===== src/rtl/core/crdt_pkg.sv =====
// Shared types and constants for the circular receive DMA drain tracker.
package crdt_pkg;

  localparam int unsigned BUF_SIZE = 512;
  localparam int unsigned OFF_W    = $clog2(BUF_SIZE);
  localparam int unsigned LEN_W    = OFF_W + 1;
  localparam int unsigned CNT_W    = 32;
  localparam int unsigned TIME_W   = 16;
  localparam int unsigned FREE_W   = 16;
  localparam int unsigned THR_W    = 16;

  localparam logic [CNT_W-1:0] BUF_CNT = CNT_W'(BUF_SIZE);
  localparam logic [LEN_W-1:0] BUF_LEN = LEN_W'(BUF_SIZE);
  localparam logic [CNT_W-1:0] HALF_CNT = CNT_W'(BUF_SIZE / 2);
  localparam logic [THR_W-1:0] THR_RESET = 16'd1000;

  localparam int unsigned IN_TDATA_W  = 48;
  localparam int unsigned OUT_TDATA_W = 24;

  typedef enum logic [1:0] {
    CMD_HALF = 2'd0,
    CMD_WRAP = 2'd1,
    CMD_POLL = 2'd2,
    CMD_STOP = 2'd3
  } cmd_t;

  typedef struct packed {
    logic half;
    logic wrap;
    logic stop;
    logic load;
    logic upd;
    logic ovr;
    logic emit;
    logic second;
  } ctrl_cmd_t;

  typedef struct packed {
    logic avail;
    logic last;
  } dp_stat_t;

endpackage


===== src/rtl/core/crdt_dp.sv =====
// Datapath: ring counters, idle timer, config register and chunk output registers.
module crdt_dp (
  input  logic                                clk,
  input  logic                                rst_n,
  input  crdt_pkg::ctrl_cmd_t                 cmd,
  output crdt_pkg::dp_stat_t                  stat,
  input  logic [crdt_pkg::IN_TDATA_W-1:0]     in_tdata,
  input  logic                                thr_we,
  input  logic [crdt_pkg::THR_W-1:0]          thr_wdata,
  output logic [crdt_pkg::THR_W-1:0]          thr_q,
  output logic [crdt_pkg::OFF_W-1:0]          chunk_offset,
  output logic [crdt_pkg::LEN_W-1:0]          chunk_length,
  output logic                                chunk_last,
  output logic                                overrun
);

  localparam int unsigned OFF_W = crdt_pkg::OFF_W;
  localparam int unsigned LEN_W = crdt_pkg::LEN_W;
  localparam int unsigned CNT_W = crdt_pkg::CNT_W;
  localparam int unsigned TIME_W = crdt_pkg::TIME_W;
  localparam int unsigned FREE_W = crdt_pkg::FREE_W;

  logic [crdt_pkg::THR_W-1:0] thr_r;
  logic [CNT_W-1:0]  wrap_r, head_r, read_r;
  logic [LEN_W-1:0]  last_rem_r, p_rem_r;
  logic [TIME_W-1:0] last_time_r, p_now_r;
  logic [FREE_W-1:0] free_r;
  logic              ovr_r;
  logic [OFF_W-1:0]  off_r;
  logic [LEN_W-1:0]  len_r;
  logic              last_r;

  logic [LEN_W-1:0]  in_rem, rem_clamp;
  logic [TIME_W-1:0] in_now, elapsed;
  logic [FREE_W-1:0] in_free;
  logic [OFF_W-1:0]  pos;
  logic [CNT_W-1:0]  idle_a, idle_b, diff;
  logic              idle_go, commit;
  logic [OFF_W-1:0]  c_off;
  logic [LEN_W-1:0]  contig, len_a, c_len;
  logic              c_last;

  assign in_rem  = in_tdata[LEN_W-1:0];
  assign in_now  = in_tdata[LEN_W +: TIME_W];
  assign in_free = in_tdata[LEN_W+TIME_W +: FREE_W];
  assign rem_clamp = (in_rem > crdt_pkg::BUF_LEN) ? crdt_pkg::BUF_LEN : in_rem;

  // idle flush candidate
  assign elapsed = p_now_r - last_time_r;
  assign idle_go = (elapsed >= thr_r) && (p_rem_r != crdt_pkg::BUF_LEN);
  assign pos     = -p_rem_r[OFF_W-1:0];
  assign idle_a  = {wrap_r[CNT_W-OFF_W-1:0], pos};
  assign idle_b  = idle_a + crdt_pkg::BUF_CNT;
  assign commit  = (idle_a < head_r) ? (idle_b > head_r) : (idle_a > head_r);

  // chunk sizing
  assign diff   = head_r - read_r;
  assign c_off  = read_r[OFF_W-1:0];
  assign contig = crdt_pkg::BUF_LEN - LEN_W'(c_off);
  assign len_a  = (diff > CNT_W'(contig)) ? contig : diff[LEN_W-1:0];
  assign c_len  = (FREE_W'(len_a) > free_r) ? free_r[LEN_W-1:0] : len_a;
  assign c_last = cmd.second || (CNT_W'(c_len) == diff) || (FREE_W'(c_len) == free_r);

  assign stat.avail = (head_r != read_r) && (free_r != '0);
  assign stat.last  = last_r;

  always_ff @(posedge clk) begin
    if (!rst_n) begin
      thr_r       <= crdt_pkg::THR_RESET;
      wrap_r      <= '0;
      head_r      <= '0;
      read_r      <= '0;
      last_rem_r  <= crdt_pkg::BUF_LEN;
      last_time_r <= '0;
    end else begin
      if (thr_we) begin
        thr_r <= thr_wdata;
      end
      if (cmd.half) begin
        head_r <= {wrap_r[CNT_W-OFF_W-1:0], {OFF_W{1'b0}}} + crdt_pkg::HALF_CNT;
      end
      if (cmd.wrap) begin
        wrap_r <= wrap_r + CNT_W'(1);
        head_r <= {wrap_r[CNT_W-OFF_W-1:0] + (CNT_W-OFF_W)'(1), {OFF_W{1'b0}}};
      end
      if (cmd.stop) begin
        wrap_r      <= '0;
        head_r      <= '0;
        read_r      <= '0;
        last_rem_r  <= crdt_pkg::BUF_LEN;
        last_time_r <= in_now;
      end
      if (cmd.upd) begin
        if (p_rem_r != last_rem_r) begin
          last_rem_r  <= p_rem_r;
          last_time_r <= p_now_r;
        end else if (idle_go && commit) begin
          head_r <= (idle_a < head_r) ? idle_b : idle_a;
        end
      end
      if (cmd.ovr && (diff > crdt_pkg::BUF_CNT)) begin
        read_r <= head_r - crdt_pkg::BUF_CNT;
      end
      if (cmd.emit) begin
        read_r <= read_r + CNT_W'(c_len);
      end
    end
  end

  always_ff @(posedge clk) begin
    if (cmd.load) begin
      p_rem_r <= rem_clamp;
      p_now_r <= in_now;
      free_r  <= in_free;
      ovr_r   <= 1'b0;
    end
    if (cmd.ovr && (diff > crdt_pkg::BUF_CNT)) begin
      ovr_r <= 1'b1;
    end
    if (cmd.emit) begin
      free_r <= free_r - FREE_W'(c_len);
      off_r  <= c_off;
      len_r  <= c_len;
      last_r <= c_last;
    end
  end

  assign thr_q        = thr_r;
  assign chunk_offset = off_r;
  assign chunk_length = len_r;
  assign chunk_last   = last_r;
  assign overrun      = ovr_r;

endmodule


===== src/rtl/core/crdt_ctrl.sv =====
// Controller: sequences events, poll update, overrun check and chunk emission.
module crdt_ctrl (
  input  logic                 clk,
  input  logic                 rst_n,
  input  logic                 in_tvalid,
  output logic                 in_tready,
  input  logic [1:0]           in_tuser,
  output logic                 out_tvalid,
  input  logic                 out_tready,
  output crdt_pkg::ctrl_cmd_t  cmd,
  input  crdt_pkg::dp_stat_t   stat
);

  typedef enum logic [2:0] {
    S_IDLE,
    S_UPD,
    S_OVR,
    S_CHUNK,
    S_WAIT
  } state_t;

  state_t state_r;
  logic   out_valid_r;
  logic   second_r;
  logic   in_acc;
  crdt_pkg::cmd_t in_cmd;

  assign in_cmd    = crdt_pkg::cmd_t'(in_tuser);
  assign in_tready = (state_r == S_IDLE);
  assign in_acc    = in_tvalid && in_tready;

  always_comb begin
    cmd        = '0;
    cmd.half   = in_acc && (in_cmd == crdt_pkg::CMD_HALF);
    cmd.wrap   = in_acc && (in_cmd == crdt_pkg::CMD_WRAP);
    cmd.load   = in_acc && (in_cmd == crdt_pkg::CMD_POLL);
    cmd.stop   = in_acc && (in_cmd == crdt_pkg::CMD_STOP);
    cmd.upd    = (state_r == S_UPD);
    cmd.ovr    = (state_r == S_OVR);
    cmd.emit   = (state_r == S_CHUNK) && stat.avail;
    cmd.second = second_r;
  end

  always_ff @(posedge clk) begin
    if (!rst_n) begin
      state_r     <= S_IDLE;
      out_valid_r <= 1'b0;
      second_r    <= 1'b0;
    end else begin
      unique case (state_r)
        S_IDLE: begin
          second_r <= 1'b0;
          if (in_acc && (in_cmd == crdt_pkg::CMD_POLL)) begin
            state_r <= S_UPD;
          end
        end
        S_UPD: begin
          state_r <= S_OVR;
        end
        S_OVR: begin
          state_r <= S_CHUNK;
        end
        S_CHUNK: begin
          if (stat.avail) begin
            out_valid_r <= 1'b1;
            state_r     <= S_WAIT;
          end else begin
            state_r <= S_IDLE;
          end
        end
        S_WAIT: begin
          if (out_tready) begin
            out_valid_r <= 1'b0;
            if (stat.last) begin
              state_r <= S_IDLE;
            end else begin
              second_r <= 1'b1;
              state_r  <= S_CHUNK;
            end
          end
        end
        default: begin
          state_r <= S_IDLE;
        end
      endcase
    end
  end

  assign out_tvalid = out_valid_r;

  a_valid_in_wait: assert property (@(posedge clk) disable iff (!rst_n)
    out_valid_r |-> (state_r == S_WAIT))
    else $error("output word valid outside wait state");

  a_emit_avail: assert property (@(posedge clk) disable iff (!rst_n)
    (state_r == S_CHUNK) && stat.avail |=> out_valid_r)
    else $error("chunk computed but not presented");

  a_second_last: assert property (@(posedge clk) disable iff (!rst_n)
    out_valid_r && second_r |-> stat.last)
    else $error("second chunk of a poll not marked last");

  a_no_accept_busy: assert property (@(posedge clk) disable iff (!rst_n)
    out_valid_r |-> !in_tready)
    else $error("input accepted while chunk pending");

endmodule


===== src/rtl/core/circular_rx_dma_drain_tracker_core.sv =====
// Top level of the circular receive DMA drain tracker: ports, config port, submodules.
//
// Half-transfer, wrap and stop words are accepted in the idle state. A poll word
// passes through capture, idle-flush update and overrun check before the first
// chunk is sized; each chunk is then sized and waits on out_tready. A poll yields
// no chunk, one or two. The input is not accepted again until the poll's last
// chunk has been taken; the sequencer in crdt_ctrl enforces this. A chunk never
// crosses the buffer wrap point and never exceeds the downstream free space given
// with the poll; the overrun flag marks chunks of a poll that skipped unread bytes.
module circular_rx_dma_drain_tracker_core (
  input  logic        clk,
  input  logic        rst_n,
  input  logic        in_tvalid,
  output logic        in_tready,
  input  logic [47:0] in_tdata,  // dma_remaining[9:0], time_now[25:10], sink_free[41:26]
  input  logic [1:0]  in_tuser,  // cmd[1:0]
  output logic        out_tvalid,
  input  logic        out_tready,
  output logic [23:0] out_tdata, // chunk_offset[8:0], chunk_length[18:9]
  output logic        out_tlast,
  output logic [0:0]  out_tuser, // overrun[0]
  input  logic        cfg_psel,
  input  logic        cfg_penable,
  input  logic        cfg_pwrite,
  input  logic [2:0]  cfg_paddr,
  input  logic [31:0] cfg_pwdata,
  output logic [31:0] cfg_prdata,
  output logic        cfg_pready
);

  localparam int unsigned OFF_W = crdt_pkg::OFF_W;
  localparam int unsigned LEN_W = crdt_pkg::LEN_W;
  localparam int unsigned THR_W = crdt_pkg::THR_W;

  crdt_pkg::ctrl_cmd_t cmd;
  crdt_pkg::dp_stat_t  stat;
  logic                thr_we;
  logic [THR_W-1:0]    thr_q;
  logic [OFF_W-1:0]    chunk_offset;
  logic [LEN_W-1:0]    chunk_length;
  logic                chunk_last;
  logic                overrun;

  assign cfg_pready = 1'b1;
  assign thr_we     = cfg_psel && cfg_penable && cfg_pwrite && cfg_pready && !cfg_paddr[2];
  assign cfg_prdata = cfg_paddr[2] ? 32'd0 : 32'(thr_q);

  crdt_ctrl u_ctrl (
    .clk        (clk),
    .rst_n      (rst_n),
    .in_tvalid  (in_tvalid),
    .in_tready  (in_tready),
    .in_tuser   (in_tuser),
    .out_tvalid (out_tvalid),
    .out_tready (out_tready),
    .cmd        (cmd),
    .stat       (stat)
  );

  crdt_dp u_dp (
    .clk          (clk),
    .rst_n        (rst_n),
    .cmd          (cmd),
    .stat         (stat),
    .in_tdata     (in_tdata),
    .thr_we       (thr_we),
    .thr_wdata    (cfg_pwdata[THR_W-1:0]),
    .thr_q        (thr_q),
    .chunk_offset (chunk_offset),
    .chunk_length (chunk_length),
    .chunk_last   (chunk_last),
    .overrun      (overrun)
  );

  assign out_tdata = {5'd0, chunk_length, chunk_offset};
  assign out_tlast = chunk_last;
  assign out_tuser = overrun;

endmodule

===== config.mk =====
export PLATFORM = sky130hd
export DESIGN_NAME = circular_rx_dma_drain_tracker_core
export DESIGN_NICKNAME = d
export VERILOG_FILES = /design/src/rtl/core/crdt_pkg.sv /design/src/rtl/core/crdt_dp.sv /design/src/rtl/core/crdt_ctrl.sv /design/src/rtl/core/circular_rx_dma_drain_tracker_core.sv
export SDC_FILE = /design/constraint.sdc
export NUM_CORES = 1
export LEC_CHECK = 0
export BUFFER_PORTS_ARGS = -buffer_cell sky130_fd_sc_hd__buf_2
export CAP_MARGIN = 30
export CORE_MARGIN = 1
export CORE_UTILIZATION = 54
export DETAILED_ROUTE_END_ITERATION = 6
export PLACE_DENSITY = 0.8
export SKIP_CTS_REPAIR_TIMING = 1
export SYNTH_ARGS = -nofsm -noshare
export SYNTH_HDL_FRONTEND = slang
export SYNTH_SLANG_ARGS = --single-unit
export TNS_END_PERCENT = 20

===== constraint.sdc =====
create_clock -name clk -period 11.6 [get_ports clk]
set_input_delay 2.32 -clock clk [delete_from_list [all_inputs] [get_ports clk]]
set_output_delay 2.32 -clock clk [all_outputs]
set_load 0.02 [all_outputs]

# ---- Word-level counts from Yosys, hierarchy flattened
# Cells that the tools add are included.
dict set report totals {
  wordCells 112
  ram_bits 0
  latchBits 0
  output_inout_bits 61
  memories 0
  romBits 0
  inputBits 92
  ff_bits 206
}
dict set report op_classes {
  n_eq_ne 16
  div_mod_pow 0
  n_bitwise 1
  order_cmp 8
  n_reduce_logical 27
  shift 0
  add_sub_neg 11
  multipliers 0
  n_mux 33
}
# op count
set ops {}
lappend ops {{$mux W32} 10}
lappend ops {{$mux W16} 6}
lappend ops {{$gt A32 B32 Y1} 2}
lappend ops {{$mux W10} 5}
lappend ops {{$add A32 B1 Y32 const B} 1}
lappend ops {{$add A32 B10 Y32} 1}
lappend ops {{$add A32 B10 Y32 const B} 1}
lappend ops {{$add A32 B9 Y32 const B} 1}
lappend ops {{$eq A10 B32 Y1} 1}
lappend ops {{$gt A32 B10 Y1} 1}
lappend ops {{$gt A32 B10 Y1 const B} 1}
lappend ops {{$lt A32 B32 Y1} 1}
lappend ops {{$ne A32 B32 Y1} 1}
lappend ops {{$sub A32 B10 Y32 const B} 1}
lappend ops {{$sub A32 B32 Y32} 1}
lappend ops {{$add A23 B1 Y23 const B} 1}
lappend ops {{$eq A10 B16 Y1} 1}
lappend ops {{$ge A16 B16 Y1} 1}
lappend ops {{$gt A10 B16 Y1} 1}
lappend ops {{$reduce_bool A16 Y1} 1}
lappend ops {{$sub A16 B10 Y16} 1}
lappend ops {{$sub A16 B16 Y16} 1}
lappend ops {{$pmux W3 S5} 1}
lappend ops {{$logic_and A1 B1 Y1} 13}
lappend ops {{26 further kinds} 41}

# ---- Longest topological paths before layout
dict set report depth {
  ltp_word 9
  mapped_depth 46
  mapped_depth_nobuf 44
}

# ---- Hierarchy
# Synthesis repeated with hierarchy kept, for this count alone.
dict set report hier_totals {
  hier_cells 2030
  area_unflattened_um2 16767.3
}
# module seq_area_each_um2 n_inst area_per_inst_um2 cells_each
set by_module_without_submodules {}
lappend by_module_without_submodules {crdt_dp 4464.3 1 16155.5 1953}
lappend by_module_without_submodules {circular_rx_dma_drain_tracker_core 0.0 1 309.0 42}
lappend by_module_without_submodules {crdt_ctrl 100.1 1 302.8 35}

# ---- Worst setup path before layout
# OpenSTA, ideal clock, no wires.
dict set report synth_timing {
  kind {register to register}
  start {register u_dp.read_r[0]}
  end {register u_dp.read_r[26]}
  path_slack_ps 2836
  period_less_slack_ps 8764
  arrival_ps 8642
  setup_time_ps 122
  stages_incl_launch_ff 42
  n_path_buf 3
  required_time_ps 11478
  cell_sequence {dfxtp_1 ha_1 inv_1 fa_1 a21o_1 a211o_1 and3_1 a221o_1 or3_1 a2111oi_2 nand4_1 or4_1 buf_6 nor2_8 mux2_2 ha_1 nor2b_1 o21a_1 [... 6 more ...] a21oi_1 clkbuf_1 o21ai_0 ha_1 inv_1 fa_1 nor2b_1 o21ai_0 a21oi_1 o21ai_0 a21oi_1 a31oi_1 or4_1 clkbuf_1 nor3_1 xnor2_1 nor2_1 a221o_1}
}
dict set report synth_between {
  elab_chain_cells 7
  word_cells_on_any_way 15
  cone_classes {add/sub (3); order compare (3); eq/ne (1); mux (4); reduce/logical (4)}
}
# element line_no
set synth_lines {}
lappend synth_lines {{start: declaration} crdt_dp.sv:24} ;# logic [CNT_W-1:0] wrap_r, head_r, read_r;
lappend synth_lines {{start signal: assignment} crdt_dp.sv:102} ;# read_r <= head_r - crdt_pkg::BUF_CNT;
lappend synth_lines {{start signal: assignment} crdt_dp.sv:105} ;# read_r <= read_r + CNT_W'(c_len);
lappend synth_lines {{$sub A32 B32 Y32 / $sub A10 B9 Y10 (equally long branches)} {crdt_dp.sv:57, crdt_dp.sv:59}}
lappend synth_lines {{$gt A32 B10 Y1} crdt_dp.sv:60} ;# assign len_a = (diff > CNT_W'(contig)) ? contig : diff[LEN_W-1:0];
lappend synth_lines {{$mux W10 (*)} crdt_dp.sv:60}
lappend synth_lines {{$gt A10 B16 Y1} crdt_dp.sv:61} ;# assign c_len = (FREE_W'(len_a) > free_r) ? free_r[LEN_W-1:0] : len_a;
lappend synth_lines {{$mux W10 (*)} crdt_dp.sv:61}
lappend synth_lines {{named net u_dp.c_len[0]} crdt_dp.sv:40} ;# logic [LEN_W-1:0] contig, len_a, c_len;
lappend synth_lines {{$add A32 B10 Y32 (*)} crdt_dp.sv:105}
lappend synth_lines {{$mux W32 (*)} crdt_dp.sv:104} ;# if (cmd.emit) begin
# The timed path passes the listed nets; every way through them passes the cells marked *.
# A chain may end at the register's enable or synchronous reset.

# ---- Worst setup path after layout
dict set report layout_timing {
  start {register u_dp.read_r[0]}
  end {register u_dp.read_r[30]}
}
# Same word-level chain as after synthesis.

==> results.toml <==
[drt]
drt-initial-drc-count = 1283
drt-met1-wl_um = 18600
ant_nets = 0
vias = 15147
wire_per_inst_um = 17.08
drc = 0
totalWireLength_um = 42840
route.met3.wl_um = 2794
met2_length_um = 20230
viasPerCell = 6.037
firstDrtPassIters = 6
top_layer = "met4"

[hold_path]
hp-class = "reg2reg"

[cts]
cts_tree = "yes"
cts.htree.levels = 4
clock_latency_ns = 0.47
clk_path_buf_depth = 2
root_buffer = "clkbuf_16"
clock-sinks = 197
cts-buffers-inserted = 17
path_clk_slew_ns = 0.08

[pwr]
ir_drop_mv = 0.1134
power_switching_uw = 588.6
power_uw = 1784
pwr-share-seq_pct = 42.2
p_comb_share_pct = 25.1
clkPwrFrac_pct = 32.7
p_sw_share_pct = 32.99
cellPowerDensity_mw_per_mm2 = 99.48
internal-power_uw = 1196
total_leakage_power_uw = 0.007787

[floorplan]
die_w_um = 177.8
die_h_um = 177.8
dieArea_mm2 = 0.03161
core_area_mm2 = 0.03051
ioPinCount = 153
start_util_pct = 54.70
std_cell_rows = 64

[cells_and_area]
area_growth_syn_to_layout_pct = 7.467
seq_area_mm2 = 0.004564
multi_input_area_mm2 = 0.01099
design_area_mm2 = 0.01794
final_cell_count_no_fill = 2509
n_antenna_cell = 0
drive_above_1_share_pct = 9.702
finish.utilization_pct = 58.79
final_common_cell = "nand2_1"
layout_common_cells = "217 x nand2_1, 165 x inv_1, 161 x ha_1"
nets = 2357
n_fill_cell = 2718

[timing]
fin_crit_ns = 10.20
worst_pin_slew_ns = 0.8799
clock.fmax_mhz = 98.09
fin_skew_ns = 0.01794
finalSetupViolCount = 0
setup_tns_ns = 0
slew_headroom_pct = 41.34
finalHoldViolCount = 0
rsz0062_at_grt = "false"
finalCritPeriodShare_pct = 87.89
slew_violations = 0

[global_routing]
grt_pass1_vias = 14473
antenna_found_initial = 1
grt_pass1_wl_um = 70870
grtUsageTotal_pct = 27.91
grt_overflow = 0
grt_max_degree = 71

[worst_setup_path]
max_stage_delay_ns = 0.75
crit_fanout = 10
worstSetupPathType = "reg2reg"
path_buf_inv = 2
end_kind = "register"
crit_top_cell = "o21a_1"
startpoint_type = "register"
cp_data_required_time_ns = 11.95
critical_path.top_delay_family = "compound AO/OA/AOI/OAI gates"
slowest_stage = "or4_1"
crit_arrival_ns = 10.54

[outcome]
outcome = "completed"

[logic_synthesis]
yosysTopAreaCellShare_pct = 16.19
synth_cells = 2064
synth_top_cell_by_area = "dfxtp_1"
ys_ff_latch = 197
synth_edf_count = 62
synth_area_leaders = "dfxtp_1 16%, ha_1 12%, edfxtp_1 11%, xnor2_1 5.6%, nand2_1 4.9%"
avgSynthCellArea_um2 = 8.086
async_flop_share_pct = 0
synth_area_mm2 = 0.01669
ys_seq_area_share_pct = 27.35
yosys_most_used_dff = "dfxtp_1"
ys_warn_count = 0
yosysUniqueCellTypes = 77

[placement]
port-buffer-count = 106
dpl_cell_area_mm2 = 0.01737
place.gp.congestion = 0.9691
dp_hpwl_um = 32530
dp.cells = 2476

[run]
drv_cap = 0
[metal layers]
metal	vias up	global-route usage, %
met1	7139	35.19
li1	7365	-
met2	561	48.06
met5	-	0
met4	0	11.00
met3	82	3.578
[metrics by stage]
step | worst slack (ns) | hold slack (ns)
2_1_floorplan | 2.836 | 0.4363
3_3_place_gp | 1.746 | 0.4426
3_5_place_dp | 1.549 | 0.4469
4_1_cts | 1.536 | 0.4566
5_1_grt | 0.9096 | 0.4694
6_report | 1.405 | 0.4558
[path summary, 6_finish.rpt]
check / startpoint / to / slack, ns / cells past startpoint
setup / recovery: u_dp.read_r[0]$_SDFFE_PN0P_ / u_dp.read_r[30]$_SDFFE_PN0P_ / 1.40 / 38
hold reg to reg: u_dp.thr_q[10]$_SDFFE_PN0P_ / u_dp.thr_q[10]$_SDFFE_PN0P_ / 0.46 / 2
hold / removal: u_dp.thr_q[10]$_SDFFE_PN0P_ / u_dp.thr_q[10]$_SDFFE_PN0P_ / 0.46 / 2
setup reg to reg: u_dp.read_r[0]$_SDFFE_PN0P_ / u_dp.read_r[30]$_SDFFE_PN0P_ / 1.40 / 38
[layout make-up]
| cell class | instances | share of cell area [%] |
|---|---|---|
| multi-input cells | 1594 | 61.27 |
| flip-flops and latches | 197 | 25.45 |
| repair buffers | 124 | 3.913 |
| inverters | 166 | 3.474 |
| well taps | 396 | 2.762 |
| clock buffers | 18 | 2.393 |
| clock inverters | 14 | 0.7394 |
[cells in the mapped netlist (all sizes together) (25+ instances only)]
cell / count
ha: 161
xor2: 78
xnor2: 107
nor2b: 28
edfxtp: 62
a21o: 39
and3: 26
a21oi: 131
dfxtp: 135
nand3: 51
inv: 165
buf: 47
clkbuf: 80
o211ai: 35
o21ai: 77
mux2i: 57
nor2: 160
nand2: 218
a31oi: 25
a211oi: 38
nand4: 36
mux2: 27
nor4: 25
nor3: 50
[power groups by stage]
stage | Sequential [uW] | Clock [uW] | Combinational, uW
2_1_floorplan | 761 | 0 | 338
3_3_place_gp | 767 | 0 | 423
3_5_place_dp | 768 | 0 | 436
4_1_cts | 753 | 590 | 441
5_1_grt | 756 | 616 | 495
6_report | 753 | 584 | 447
[registers in the layout, indices dropped and copies added (netlist names)]
| signal | flops |
|---|---|
| u_dp.head_r | 32 |
| u_dp.free_r | 16 |
| u_dp.chunk_last | 1 |
| u_dp.read_r | 32 |
| u_dp.p_now_r | 16 |
| u_ctrl.state_r | 3 |
| u_dp.chunk_length | 10 |
| u_dp.p_rem_r | 10 |
| u_dp.last_time_r | 16 |
| u_ctrl.second_r | 1 |
| u_dp.thr_q | 16 |
| u_dp.chunk_offset | 9 |
| u_ctrl.out_tvalid | 1 |
| u_dp.last_rem_r | 10 |
| u_dp.wrap_r | 23 |
| u_dp.overrun | 1 |
[tightest hold or removal path, stage by stage, from the launching register on]
cell	delay, ns
dfxtp_1	0.31
nand2_1	0.05
a21oi_1	0.05
[cells by family (layout without fill, tap and decap cells)]
group                      after synthesis  in the layout  share of synthesized area (%)
DFF                                    197            197                          27.35
other                                    2             22                        0.04500
adders and majority gates              165            165                          12.55
AOI/OAI and AO/OA                      468            468                          18.43
buffers and inverters                  293            322                          7.384
xor gates and xnor gates               185            185                          9.708
muxes                                   84             84                          5.240
and+or+nand+nor                        670            670                          19.30
Power figures use the tool's default switching activity.
